[src/rtl/rbs_pkg.sv]
// Shared types, opcodes and constants of the robot bytecode sequencer.
package rbs_pkg;

	localparam int ADDR_BITS  = 16;
	localparam int RSP_ADDR_W = 16;
	localparam int CFG_IDX_W  = 2;
	localparam int CFG_DATA_W = 16;

	localparam logic [CFG_IDX_W-1:0] REG_WAIT_UNIT  = 2'd0;
	localparam logic [CFG_IDX_W-1:0] REG_RIGHT_TURN = 2'd1;
	localparam logic [CFG_IDX_W-1:0] REG_LEFT_TURN  = 2'd2;
	localparam logic [CFG_IDX_W-1:0] REG_TURN_DUTY  = 2'd3;

	localparam logic [7:0]  RST_WAIT_UNIT  = 8'd25;
	localparam logic [15:0] RST_RIGHT_TURN = 16'd1000;
	localparam logic [15:0] RST_LEFT_TURN  = 16'd1200;
	localparam logic [6:0]  RST_TURN_DUTY  = 7'd100;

	localparam logic [7:0] OP_START      = 8'h01;
	localparam logic [7:0] OP_WAIT       = 8'h02;
	localparam logic [7:0] OP_LED_ON     = 8'h44;
	localparam logic [7:0] OP_LED_OFF    = 8'h45;
	localparam logic [7:0] OP_TONE       = 8'h48;
	localparam logic [7:0] OP_TONE_OFF   = 8'h09;
	localparam logic [7:0] OP_STOP       = 8'h60;
	localparam logic [7:0] OP_STOP_ALT   = 8'h61;
	localparam logic [7:0] OP_FWD        = 8'h62;
	localparam logic [7:0] OP_REV        = 8'h63;
	localparam logic [7:0] OP_RIGHT      = 8'h64;
	localparam logic [7:0] OP_LEFT       = 8'h65;
	localparam logic [7:0] OP_LOOP_BEGIN = 8'hC0;
	localparam logic [7:0] OP_LOOP_END   = 8'hC1;
	localparam logic [7:0] OP_END        = 8'hFF;

	localparam logic [6:0] DUTY_SCALE = 7'd100;

	typedef enum logic [3:0] {
		ACT_NONE     = 4'd0,
		ACT_WAIT     = 4'd1,
		ACT_LED_ON   = 4'd2,
		ACT_LED_OFF  = 4'd3,
		ACT_TONE     = 4'd4,
		ACT_TONE_OFF = 4'd5,
		ACT_STOP     = 4'd6,
		ACT_FWD      = 4'd7,
		ACT_REV      = 4'd8,
		ACT_RIGHT    = 4'd9,
		ACT_LEFT     = 4'd10,
		ACT_END      = 4'd11
	} action_t;

	typedef struct packed {
		logic [7:0] opcode;
		logic [7:0] operand;
	} cmd_t;

	typedef struct packed {
		action_t               action;
		logic [7:0]            argument;
		logic [15:0]           duration_ms;
		logic [RSP_ADDR_W-1:0] next_address;
		logic                  finished;
	} rsp_t;

	typedef struct packed {
		logic [7:0]  wait_unit_ms;
		logic [15:0] right_turn_ms;
		logic [15:0] left_turn_ms;
		logic [6:0]  turn_duty;
	} cfg_t;

	typedef struct packed {
		logic [ADDR_BITS-1:0] pc;
		logic                 running;
		logic                 in_loop;
		logic [ADDR_BITS-1:0] loop_start;
		logic [7:0]           loop_remaining;
		logic                 halted;
	} state_t;

endpackage

[src/rtl/rbs_cfg.sv]
// Configuration register file of the robot bytecode sequencer.
module rbs_cfg (
	input  logic                          clk,
	input  logic                          arst_n,
	input  logic                          cfg_we,
	input  logic [rbs_pkg::CFG_IDX_W-1:0]  cfg_index,
	input  logic [rbs_pkg::CFG_DATA_W-1:0] cfg_data,
	output rbs_pkg::cfg_t                 cfg
);
	import rbs_pkg::*;

	cfg_t cfg_q;

	always_ff @(posedge clk or negedge arst_n) begin
		if (!arst_n) begin
			cfg_q.wait_unit_ms  <= RST_WAIT_UNIT;
			cfg_q.right_turn_ms <= RST_RIGHT_TURN;
			cfg_q.left_turn_ms  <= RST_LEFT_TURN;
			cfg_q.turn_duty     <= RST_TURN_DUTY;
		end else if (cfg_we) begin
			case (cfg_index)
				REG_WAIT_UNIT:  cfg_q.wait_unit_ms  <= cfg_data[7:0];
				REG_RIGHT_TURN: cfg_q.right_turn_ms <= cfg_data[15:0];
				REG_LEFT_TURN:  cfg_q.left_turn_ms  <= cfg_data[15:0];
				REG_TURN_DUTY:  cfg_q.turn_duty     <= cfg_data[6:0];
				default: ;
			endcase
		end
	end

	assign cfg = cfg_q;

endmodule

[src/rtl/rbs_exec.sv]
// Instruction decode and next-state logic of the robot bytecode sequencer.
module rbs_exec (
	input  rbs_pkg::cmd_t   cmd,
	input  rbs_pkg::state_t st,
	input  rbs_pkg::cfg_t   cfg,
	output rbs_pkg::rsp_t   rsp,
	output rbs_pkg::state_t st_nxt
);
	import rbs_pkg::*;

	logic [ADDR_BITS-1:0] pc_inc1;
	logic [ADDR_BITS-1:0] pc_inc2;
	logic [ADDR_BITS-1:0] nxt;
	logic [14:0]          duty_prod;
	logic [15:0]          duty_sum;
	logic [7:0]           duty;
	logic [15:0]          wait_ms;
	action_t              act;
	logic [7:0]           arg;
	logic [15:0]          dur;

	assign pc_inc1 = st.pc + ADDR_BITS'(1);
	assign pc_inc2 = st.pc + ADDR_BITS'(2);

	// operand * 100 / 255 by reciprocal: (p + (p >> 8) + 1) >> 8
	assign duty_prod = 15'(cmd.operand) * 15'(DUTY_SCALE);
	assign duty_sum  = 16'(duty_prod) + 16'(duty_prod >> 8) + 16'd1;
	assign duty      = duty_sum[15:8];
	assign wait_ms   = 16'(cmd.operand) * 16'(cfg.wait_unit_ms);

	always_comb begin
		st_nxt = st;
		act    = ACT_NONE;
		arg    = '0;
		dur    = '0;
		nxt    = st.pc;
		if (!st.halted) begin
			if (!st.running && cmd.opcode != OP_START) begin
				nxt = pc_inc1;
			end else begin
				nxt = pc_inc2;
				case (cmd.opcode)
					OP_START: st_nxt.running = 1'b1;
					OP_WAIT: begin
						act = ACT_WAIT;
						dur = wait_ms;
					end
					OP_LED_ON:   act = ACT_LED_ON;
					OP_LED_OFF:  act = ACT_LED_OFF;
					OP_TONE: begin
						act = ACT_TONE;
						arg = cmd.operand;
					end
					OP_TONE_OFF: act = ACT_TONE_OFF;
					OP_STOP, OP_STOP_ALT: act = ACT_STOP;
					OP_FWD: begin
						act = ACT_FWD;
						arg = duty;
					end
					OP_REV: begin
						act = ACT_REV;
						arg = duty;
					end
					OP_RIGHT: begin
						act = ACT_RIGHT;
						arg = {1'b0, cfg.turn_duty};
						dur = cfg.right_turn_ms;
					end
					OP_LEFT: begin
						act = ACT_LEFT;
						arg = {1'b0, cfg.turn_duty};
						dur = cfg.left_turn_ms;
					end
					OP_LOOP_BEGIN: begin
						if (!st.in_loop) begin
							st_nxt.loop_start     = pc_inc2;
							st_nxt.loop_remaining = cmd.operand;
							st_nxt.in_loop        = 1'b1;
						end
					end
					OP_LOOP_END: begin
						if (st.loop_remaining != 8'd0) begin
							nxt                   = st.loop_start;
							st_nxt.loop_remaining = st.loop_remaining - 8'd1;
						end else begin
							st_nxt.in_loop = 1'b0;
						end
					end
					OP_END: begin
						act            = ACT_END;
						st_nxt.running = 1'b0;
						st_nxt.halted  = 1'b1;
						nxt            = st.pc;
					end
					default: nxt = pc_inc1;
				endcase
			end
			st_nxt.pc = nxt;
		end
	end

	assign rsp.action       = act;
	assign rsp.argument     = arg;
	assign rsp.duration_ms  = dur;
	assign rsp.next_address = RSP_ADDR_W'(nxt);
	assign rsp.finished     = st_nxt.halted;

endmodule

[src/rtl/robot_bytecode_sequencer_core.sv]
// Robot bytecode sequencer top level: input register, decode, result register.
//
// Usage: the fetch side offers one instruction (opcode byte at the program
// counter, operand byte after it) on cmd with cmd_valid/cmd_ready. Each
// instruction yields exactly one result on rsp with rsp_valid/rsp_ready:
// the action, its argument and duration, the next fetch address and the
// finished flag. Settings are written through cfg_we/cfg_index/cfg_data
// while no transaction is in flight.
// Path: an accepted instruction waits in the input register while it is
// decoded; the result register takes its decode once that register is empty
// or its result is being taken.
// Throughput: one instruction per cycle while rsp_ready stays high; the decode
// and the next-state logic of the program counter and loop registers are
// combinational between the input register and the result register.
// Reset: the program counter, loop state and run flags clear; settings take
// their default values; both registers empty.
// Stall: while rsp_ready is low, the result holds and one more instruction
// waits in the input register; cmd_ready drops only when both are full.
module robot_bytecode_sequencer_core (
	input  logic                          clk,
	input  logic                          arst_n,
	input  logic                          cfg_we,
	input  logic [rbs_pkg::CFG_IDX_W-1:0]  cfg_index,
	input  logic [rbs_pkg::CFG_DATA_W-1:0] cfg_data,
	input  logic                          cmd_valid,
	output logic                          cmd_ready,
	input  rbs_pkg::cmd_t                 cmd,
	output logic                          rsp_valid,
	input  logic                          rsp_ready,
	output rbs_pkg::rsp_t                 rsp
);
	import rbs_pkg::*;

	cfg_t   cfg;
	state_t st_q;
	state_t st_nxt;
	cmd_t   cmd_s1;
	logic   valid_s1;
	rsp_t   rsp_comb;
	rsp_t   rsp_s2;
	logic   valid_s2;
	logic   adv_s1;

	rbs_cfg u_cfg (
		.clk       (clk),
		.arst_n    (arst_n),
		.cfg_we    (cfg_we),
		.cfg_index (cfg_index),
		.cfg_data  (cfg_data),
		.cfg       (cfg)
	);

	rbs_exec u_exec (
		.cmd    (cmd_s1),
		.st     (st_q),
		.cfg    (cfg),
		.rsp    (rsp_comb),
		.st_nxt (st_nxt)
	);

	assign adv_s1    = valid_s1 && (!valid_s2 || rsp_ready);
	assign cmd_ready = !valid_s1 || adv_s1;

	always_ff @(posedge clk or negedge arst_n) begin
		if (!arst_n) begin
			valid_s1 <= 1'b0;
			valid_s2 <= 1'b0;
			st_q     <= '0;
		end else begin
			if (cmd_ready) begin
				valid_s1 <= cmd_valid;
			end
			if (adv_s1) begin
				valid_s2 <= 1'b1;
				st_q     <= st_nxt;
			end else if (rsp_ready) begin
				valid_s2 <= 1'b0;
			end
		end
	end

	always_ff @(posedge clk) begin
		if (cmd_ready && cmd_valid) begin
			cmd_s1 <= cmd;
		end
		if (adv_s1) begin
			rsp_s2 <= rsp_comb;
		end
	end

	assign rsp_valid = valid_s2;
	assign rsp       = rsp_s2;

	a_halt_sticky: assert property (@(posedge clk) disable iff (!arst_n)
		st_q.halted |=> st_q.halted)
		else $error("halted flag cleared");

	a_halt_not_running: assert property (@(posedge clk) disable iff (!arst_n)
		st_q.halted |-> !st_q.running)
		else $error("running while halted");

	a_halt_pc_frozen: assert property (@(posedge clk) disable iff (!arst_n)
		(adv_s1 && st_q.halted) |=> $stable(st_q.pc))
		else $error("program counter moved after halt");

	a_loop_count_open: assert property (@(posedge clk) disable iff (!arst_n)
		(st_q.loop_remaining != 8'd0) |-> st_q.in_loop)
		else $error("loop count pending with no loop open");

	a_finished_state: assert property (@(posedge clk) disable iff (!arst_n)
		(rsp_valid && rsp.finished) |-> st_q.halted)
		else $error("finished result without halt");

endmodule

[config.mk]
export PLATFORM = sky130hd
export DESIGN_NAME = robot_bytecode_sequencer_core
export DESIGN_NICKNAME = d
export VERILOG_FILES = /design/src/rtl/rbs_pkg.sv /design/src/rtl/rbs_cfg.sv /design/src/rtl/rbs_exec.sv /design/src/rtl/robot_bytecode_sequencer_core.sv
export SDC_FILE = /design/constraint.sdc
export NUM_CORES = 1
export LEC_CHECK = 0
export ABC_AREA = 1
export BUFFER_PORTS_ARGS = -buffer_cell sky130_fd_sc_hd__buf_2
export CAP_MARGIN = 20
export CORE_ASPECT_RATIO = 2
export CORE_MARGIN = 2
export CORE_UTILIZATION = 55
export CTS_CLUSTER_SIZE = 24
export DETAILED_ROUTE_END_ITERATION = 10
export GPL_TIMING_DRIVEN = 0
export PLACE_DENSITY = 0.75
export SLEW_MARGIN = 15
export SYNTH_ARGS = -nofsm -noshare
export SYNTH_HDL_FRONTEND = slang
export SYNTH_HIERARCHICAL = 1
export SYNTH_SLANG_ARGS = --single-unit
[constraint.sdc]
create_clock -name clk -period 13.2 [get_ports clk]
set_input_delay 1.32 -clock clk [delete_from_list [all_inputs] [get_ports clk]]
set_output_delay 1.32 -clock clk [all_outputs]
set_load 0.02 [all_outputs]
==> flow_summary.yaml, run 1 <==
power:
  power_density_nw_per_um2: 156
  peakVddDrop_uv: 113
  p_leak_nw: 6.93
floorplanning:
  core_area_um2: 21400
  die_area_um2: 22800
  row_count: 76
  initial_utilization: 0.554
  num_io_pins: 86
  die_h_um: 212
  die_x_um: 108
timing:
  slew_viol_final: 0
  rsz0062_at_grt: "no"
  max_freq_mhz: 181
  finalCritPeriodShare: 0.418
  max-slew-margin-rel: 0.496
  fin_skew_ns: 0.00947
  setup_tns_ns: 0
  timing.final.ws_setup_ns: 7.68
  period_minus_slack_ns: 5.52
  setup_viol: 0
  tightest_slew_ns: 0.755
  hold_viol: 0
logic_synthesis:
  synth_cells: 1536
  ys_ff_latch: 153
  avgSynthCellArea_um2: 7.72
  synth.area.top_cells: "dfrtp_1 (16%), edfxtp_1 (15%), nand2_1 (15%)"
  synth_warnings: 6
  ys.flop_type: "dfrtp_1"
  async_flop_share: 0.601
  synthTopCellsByCount: "nand2_1 (487), inv_1 (216), nand3_1 (108), dfrtp_1 (76), ha_1 (72)"
  synth_nets: 1686
  yosysTopAreaCell: "dfrtp_1"
  synth_most_common_cell: "nand2_1"
  synth.top_cell.area_share: 0.160
  synth.distinct_cells: 56
  synth-edff-count: 61
  netlist_area_um2: 11900
  synth_seq_area_share: 0.350
final_layout:
  syn_to_final_growth_pct: 11.5
  drive_above_1_share: 0.157
  fin_cells: 1925
  fillCellCount: 1962
  nets: 1789
  antenna_cells: 0
global_route:
  grt_pass1_wl_mm: 54.3
  grt_overflow: 0
  grt_pass1_vias: 11100
  grt_util_all_layers: 0.316
  grt_max_degree: 52
  antenna_found_initial: 0
worst_hold_path:
  hold-path-cell-count: 2
  hold_path_class: "reg -> reg"
place:
  dp_slack_ns: 7.76
  gp_congestion: 0.988
  portBuffers: 82
  numPlacedInstances: 1893
  hpwl_mm: 27.3
critical_path:
  cp_slowest_stage_delay_ns: 0.57
  cp.required_ns: 13.37
  reg2reg_depth: 16
  cp_max_fo: 9
  critical-path-top-delay-family: "adder cells"
  worst-path-buf-inv: 4
  cp.arrival_ns: 5.69
  critPathKind: "reg -> reg"
  cpMostUsedCell: "fa_1"
  crit_chain: "clkbuf_1 -> nand2_1 -> fa_1 -> fa_1 -> inv_1 -> fa_1 -> inv_1 -> fa_1 -> inv_1 -> ha_1 -> a21oi_1 -> nand2_1 -> a21oi_1 -> o21ai_0 -> o21ai_0 -> a31oi_1"
  cpMaxStageDelayCell: "fa_1"
  worst-path-stages: 16
  cp-start-kind: "flip-flop"
  end_kind: "flip-flop"
detailed_routing:
  vias_per_cell: 5.57
  routedWlPerCell_um: 18.0
  vias: 10700
  ant_nets: 0
  drtPass1Iterations: 5
  drc: 0
  drt_iter0_drc: 702
  drt_wl_total_mm: 34.6
clock_tree:
  postCtsSetupRepairBufs: 0
  postCtsHoldBufs: 0
  cts_made_buffers: 17
  cts_tree: "yes"
  clock_latency_ns: 0.45
  cts_root_buffer: "clkbuf_16"
  clk_pin_slew_worst_paths_ns: 0.07
  h-tree-depth: 4
  cts_resized: 0
  cts_sinks: 153
  cts_buffer_depth: 2
outcome:
  outcome: "completed"
run:
  maxCapViolCount: 0
==> cells by family (layout without fill, tap and decap cells) <==
logic type | count (synthesis) | in the layout | share of synthesized area
XOR/XNOR | 31 | 31 | 0.0229
multiplexers | 1 | 1 | 0.000844
buffers and inverters | 320 | 436 | 0.121
adder cells (fa/ha/maj) | 111 | 111 | 0.142
AND/OR/NAND/NOR | 767 | 767 | 0.288
AO/OA/AOI/OAI | 153 | 153 | 0.0755
flip-flops | 153 | 153 | 0.350
==> layout by cell type (no fill, tap or decap), types with 4 or more instances in the layout <==
cell type / instances
a31oi_1: 14
o21bai_1: 5
buf_6: 13
o21ai_0: 41
a22o_1: 4
o21ai_2: 7
nand2_2: 15
inv_1: 215
nor2_1: 67
buf_4: 24
nand3_1: 108
inv_6: 6
ha_1: 72
dfstp_2: 16
a21oi_1: 52
buf_2: 98
nand2_1: 487
nor3_1: 10
nand4_1: 50
o21ai_1: 7
xor2_1: 26
inv_4: 4
o221ai_1: 4
inv_2: 17
clkbuf_16: 17
dfrtp_1: 76
edfxtp_1: 61
xnor2_1: 5
o22ai_1: 9
nor2_2: 5
fa_1: 39
clkbuf_1: 28
==> registers in the layout, indices dropped and copies added (netlist names) <==
signal	flops
cmd_s1	16
u_cfg/cfg	47
st_q	43
valid_s1	1
rsp_valid	1
rsp	45
==> worst reg2reg max path, delay by kind of cell (launching register included) <==
kind / cells / cell delay (ns)
AO/OA/AOI/OAI: 5 / 1.33
adder cells (fa/ha/maj): 5 / 2.61
buffers and inverters: 4 / 0.61
flip-flops: 1 / 0.42
AND/OR/NAND/NOR: 2 / 0.26
==> metal layers <==
metal,vias to the layer above,GRT usage,routed length (um)
met3,162,0.0403,1310
met2,382,0.602,19100
met1,5058,0.280,10900
met4,0,0.269,3210
li1,5111,-,-
met5,-,0,0
==> area by class of cell <==
| type | count | area, um^2 | share of cell area |
|---|---|---|---|
| buffer | 83 | 531 | 0.0401 |
| clock buffer | 20 | 447 | 0.0338 |
| clock inverter | 12 | 114 | 0.00861 |
| inverter | 237 | 903 | 0.0683 |
| multi-input combinational | 1063 | 6270 | 0.474 |
| sequential | 153 | 4150 | 0.314 |
| tap | 273 | 342 | 0.0258 |
| timing repair buffer | 84 | 464 | 0.0351 |
==> through the flow <==
step,area (um^2),util,hold slack [ns],power (mW)
2_1_floorplan,11900,-,0.437,1.31
3_3_place_gp,12600,0.589,0.449,1.55
3_5_place_dp,12700,0.592,0.452,1.58
4_1_cts,13200,0.618,0.462,2.07
5_1_grt,13200,0.618,0.475,2.21
6_report,13200,0.618,0.461,2.07
==> report_power, final <==
part	switching (mW)	total, mW	internal (mW)
clock	0.211	0.478	0.267
sequential	0.0617	0.651	0.589
combinational	0.610	0.939	0.329
total	0.883	2.07	1.19
==> worst paths after layout <==
kind	from	end	slack, ns
min in group asynchronous	arst_n	st_q[9]	0.77
max reg2reg	cmd_s1[0]	rsp[27]	7.68
min	u_cfg/cfg[31]	u_cfg/cfg[31]	0.46
min reg2reg	u_cfg/cfg[31]	u_cfg/cfg[31]	0.46
max	cmd_s1[0]	rsp[27]	7.68
max in group asynchronous	arst_n	u_cfg/cfg[30]	11.75
(Power assumes the default switching activity.)
==> run 2: changes to the inputs <==
--- a/config.mk
+++ b/config.mk
@@ -5,7 +5,7 @@
 export SDC_FILE = /design/constraint.sdc
 export NUM_CORES = 1
 export LEC_CHECK = 0
-export ABC_AREA = 1
+export ABC_AREA = 0
 export BUFFER_PORTS_ARGS = -buffer_cell sky130_fd_sc_hd__buf_2
 export CAP_MARGIN = 20
 export CORE_ASPECT_RATIO = 2
==> constraint.sdc (replaced) <==
create_clock -name clk -period 5.1 [get_ports clk]
set_input_delay 0.51 -clock clk [delete_from_list [all_inputs] [get_ports clk]]
set_output_delay 0.51 -clock clk [all_outputs]
set_load 0.02 [all_outputs]
==> flow_summary.yaml, run 2 <==
final_layout:
  layout_common_cells: "buf_2 (89), nand2_1 (77), dfrtp_1 (76)"
  antenna_cells: 0
  drive_above_1_share: 0.274
  syn_to_final_growth_pct: 15.5
  largest_reg_flops: 47
  fillCellCount: 1631
  multi_input_area_um2: 6550
  final_common_cell: "buf_2"
  nets: 1354
  seqCellArea_um2: 4150
clock_tree:
  cts_root_buffer: "clkbuf_16"
  cts_buffer_depth: 2
  cts_tree: "yes"
  cts_made_buffers: 17
  clk_pin_slew_worst_paths_ns: 0.06
  h-tree-depth: 4
  postCtsHoldBufs: 0
  cts_sinks: 153
  clock_latency_ns: 0.45
logic_synthesis:
  synth_seq_area_share: 0.370
  synth.distinct_cells: 78
  avgSynthCellArea_um2: 10.5
  synth_warnings: 6
  synth.area.top_cells: "dfrtp_1 (17%), edfxtp_1 (16%), ha_1 (8.0%)"
  synth_most_common_cell: "nand2_1"
  async_flop_share: 0.601
  synth_nets: 1223
  synth_cells: 1073
  ys.flop_type: "dfrtp_1"
  yosysTopAreaCell: "dfrtp_1"
  synth-edff-count: 61
  synth.top_cell.area_share: 0.169
  netlist_area_um2: 11200
  ys_ff_latch: 153
  synthTopCellsByCount: "nand2_1 (77), dfrtp_1 (76), ha_1 (72), inv_1 (70), mux2_2 (65)"
detailed_routing:
  vias_per_cell: 6.00
  drtPass1Iterations: 7
  drt_iter0_drc: 691
  vias: 8900
  routedWlPerCell_um: 19.3
  drt_wl_total_mm: 28.6
  drc: 0
  ant_nets: 0
place:
  hpwl_mm: 19.8
  gp_congestion: 0.905
  portBuffers: 85
global_route:
  grt_pass1_vias: 8819
  grt_overflow: 0
  grt_util_all_layers: 0.271
  antenna_found_initial: 0
  grt_max_degree: 48
  grt_pass1_wl_mm: 45.6
timing:
  max_freq_mhz: 201
  tightest_slew_ns: 0.943
  max-slew-margin-rel: 0.366
  hold_viol: 0
  period_minus_slack_ns: 4.98
  fin_hold_ws_ns: 0.0765
  finalCritPeriodShare: 0.977
  slew_viol_final: 0
  setup_viol: 0
  fin_skew_ns: 0.00891
  setup_tns_ns: 0
critical_path:
  cp_max_fo: 7
  cp.arrival_ns: 5.17
  end_kind: "flip-flop"
  cp-start-kind: "flip-flop"
  cp.required_ns: 5.28
  critPathKind: "reg -> reg"
run:
  maxCapViolCount: 0
floorplanning:
  row_count: 74
  die_area_um2: 21600
  core_area_um2: 20200
  die_x_um: 105
  num_io_pins: 86
  initial_utilization: 0.556
  die_h_um: 206
power:
  p_leak_nw: 5.70
  power_density_nw_per_um2: 442
  peakVddDrop_uv: 474
  totalPowerFinal_mw: 5.73
worst_hold_path:
  hold_path_class: "in -> async"
outcome:
  outcome: "completed"
-- run 2: cell types whose count changed after synthesis, moves of 16 or more --
cell	delta
nand2_1	-410
inv_1	-146
nand3_1	-83
mux2_2	+65
and2_1	+60
nand4_1	-46
mux2_4	+39
a22oi_1	+22
xnor2_1	+19
xor2_1	-17
inv_2	-16
-- run 2: worst paths after layout --
path / start / end / slack (ns) / cells past startpoint
setup / recovery: cmd_s1[2] / rsp[32] / 0.12 / 16
setup reg to reg: cmd_s1[2] / rsp[32] / 0.12 / 16
hold / removal: arst_n / u_cfg/cfg[13] / 0.08 / 1
max in group asynchronous: arst_n / st_q[17] / 4.36 / 2
min in group clk: cmd[11] / cmd_s1[11] / 0.24 / 1
hold reg to reg: u_cfg/cfg[24] / u_cfg/cfg[24] / 0.50 / 1
-- run 2: area by class of cell --
cell class / count / area share
multi-input combinational: 784 / 0.505
buffer: 65 / 0.0295
clock inverter: 13 / 0.0131
timing repair buffer: 113 / 0.0526
clock buffer: 19 / 0.0334
tap: 266 / 0.0257
inverter: 70 / 0.0203
sequential: 153 / 0.320
-- run 2: worst max-delay path, cell delays in order (launching register included) --
cell and delay [ns]:
edfxtp_1 0.47, buf_6 0.19, and2_1 0.15, fa_1 0.43
fa_1 0.54, inv_1 0.05, fa_1 0.47, fa_1 0.54
inv_1 0.06, ha_4 0.25, a21o_1 0.22, a2111oi_4 0.36
o31ai_2 0.12, nor4_1 0.26, nor3_1 0.10, xnor2_1 0.34
o22ai_1 0.15
-- run 2: per-stage QoR --
step                       util  worst slack, ns  instances  instance area (um^2)
after global routing      0.643        -0.000747       1483                 13000
after global placement    0.594           -0.432       1424                 12000
after detailed placement  0.596           -0.594       1426                 12000
final                     0.643            0.116       1483                 13000
after floorplan               -            0.355       1073                 11200
after CTS                 0.633           0.0142       1471                 12800
-- run 2: kinds of logic (layout without fill, tap and decap cells) --
logic type,after synthesis,in the layout,synth area share
buffers and inverters,137,280,0.0570
and+or+nand+nor,322,322,0.153
DFF,153,153,0.370
muxes,107,107,0.120
xor gates and xnor gates,33,33,0.0257
AOI/OAI and AO/OA,210,211,0.125
adders and majority gates,111,111,0.150
-- run 2: what timing repair did --
| action | in CTS | in global routing |
|---|---|---|
| hold endpoints to repair | 0 | 0 |
| gates cloned | 0 | 1 |
| endpoints found under the setup margin | 12 | 9 |
| setup buffers | 14 | 12 |
| pin swaps | 1 | 16 |
| gates resized for setup | 10 | 25 |
-- run 2: report_power, final --
group / switching, mW / internal (mW)
registers: 0.152 / 1.48
logic: 1.57 / 1.23
clock network: 0.527 / 0.773
-- run 2: routing by layer --
layer	vias to the layer above	global-route usage	wire, um
li1	4088	-	-
met1	4349	0.341	11800
met2	392	0.447	13900
met3	71	0.0442	1800
met4	0	0.147	1050
met5	-	0	0
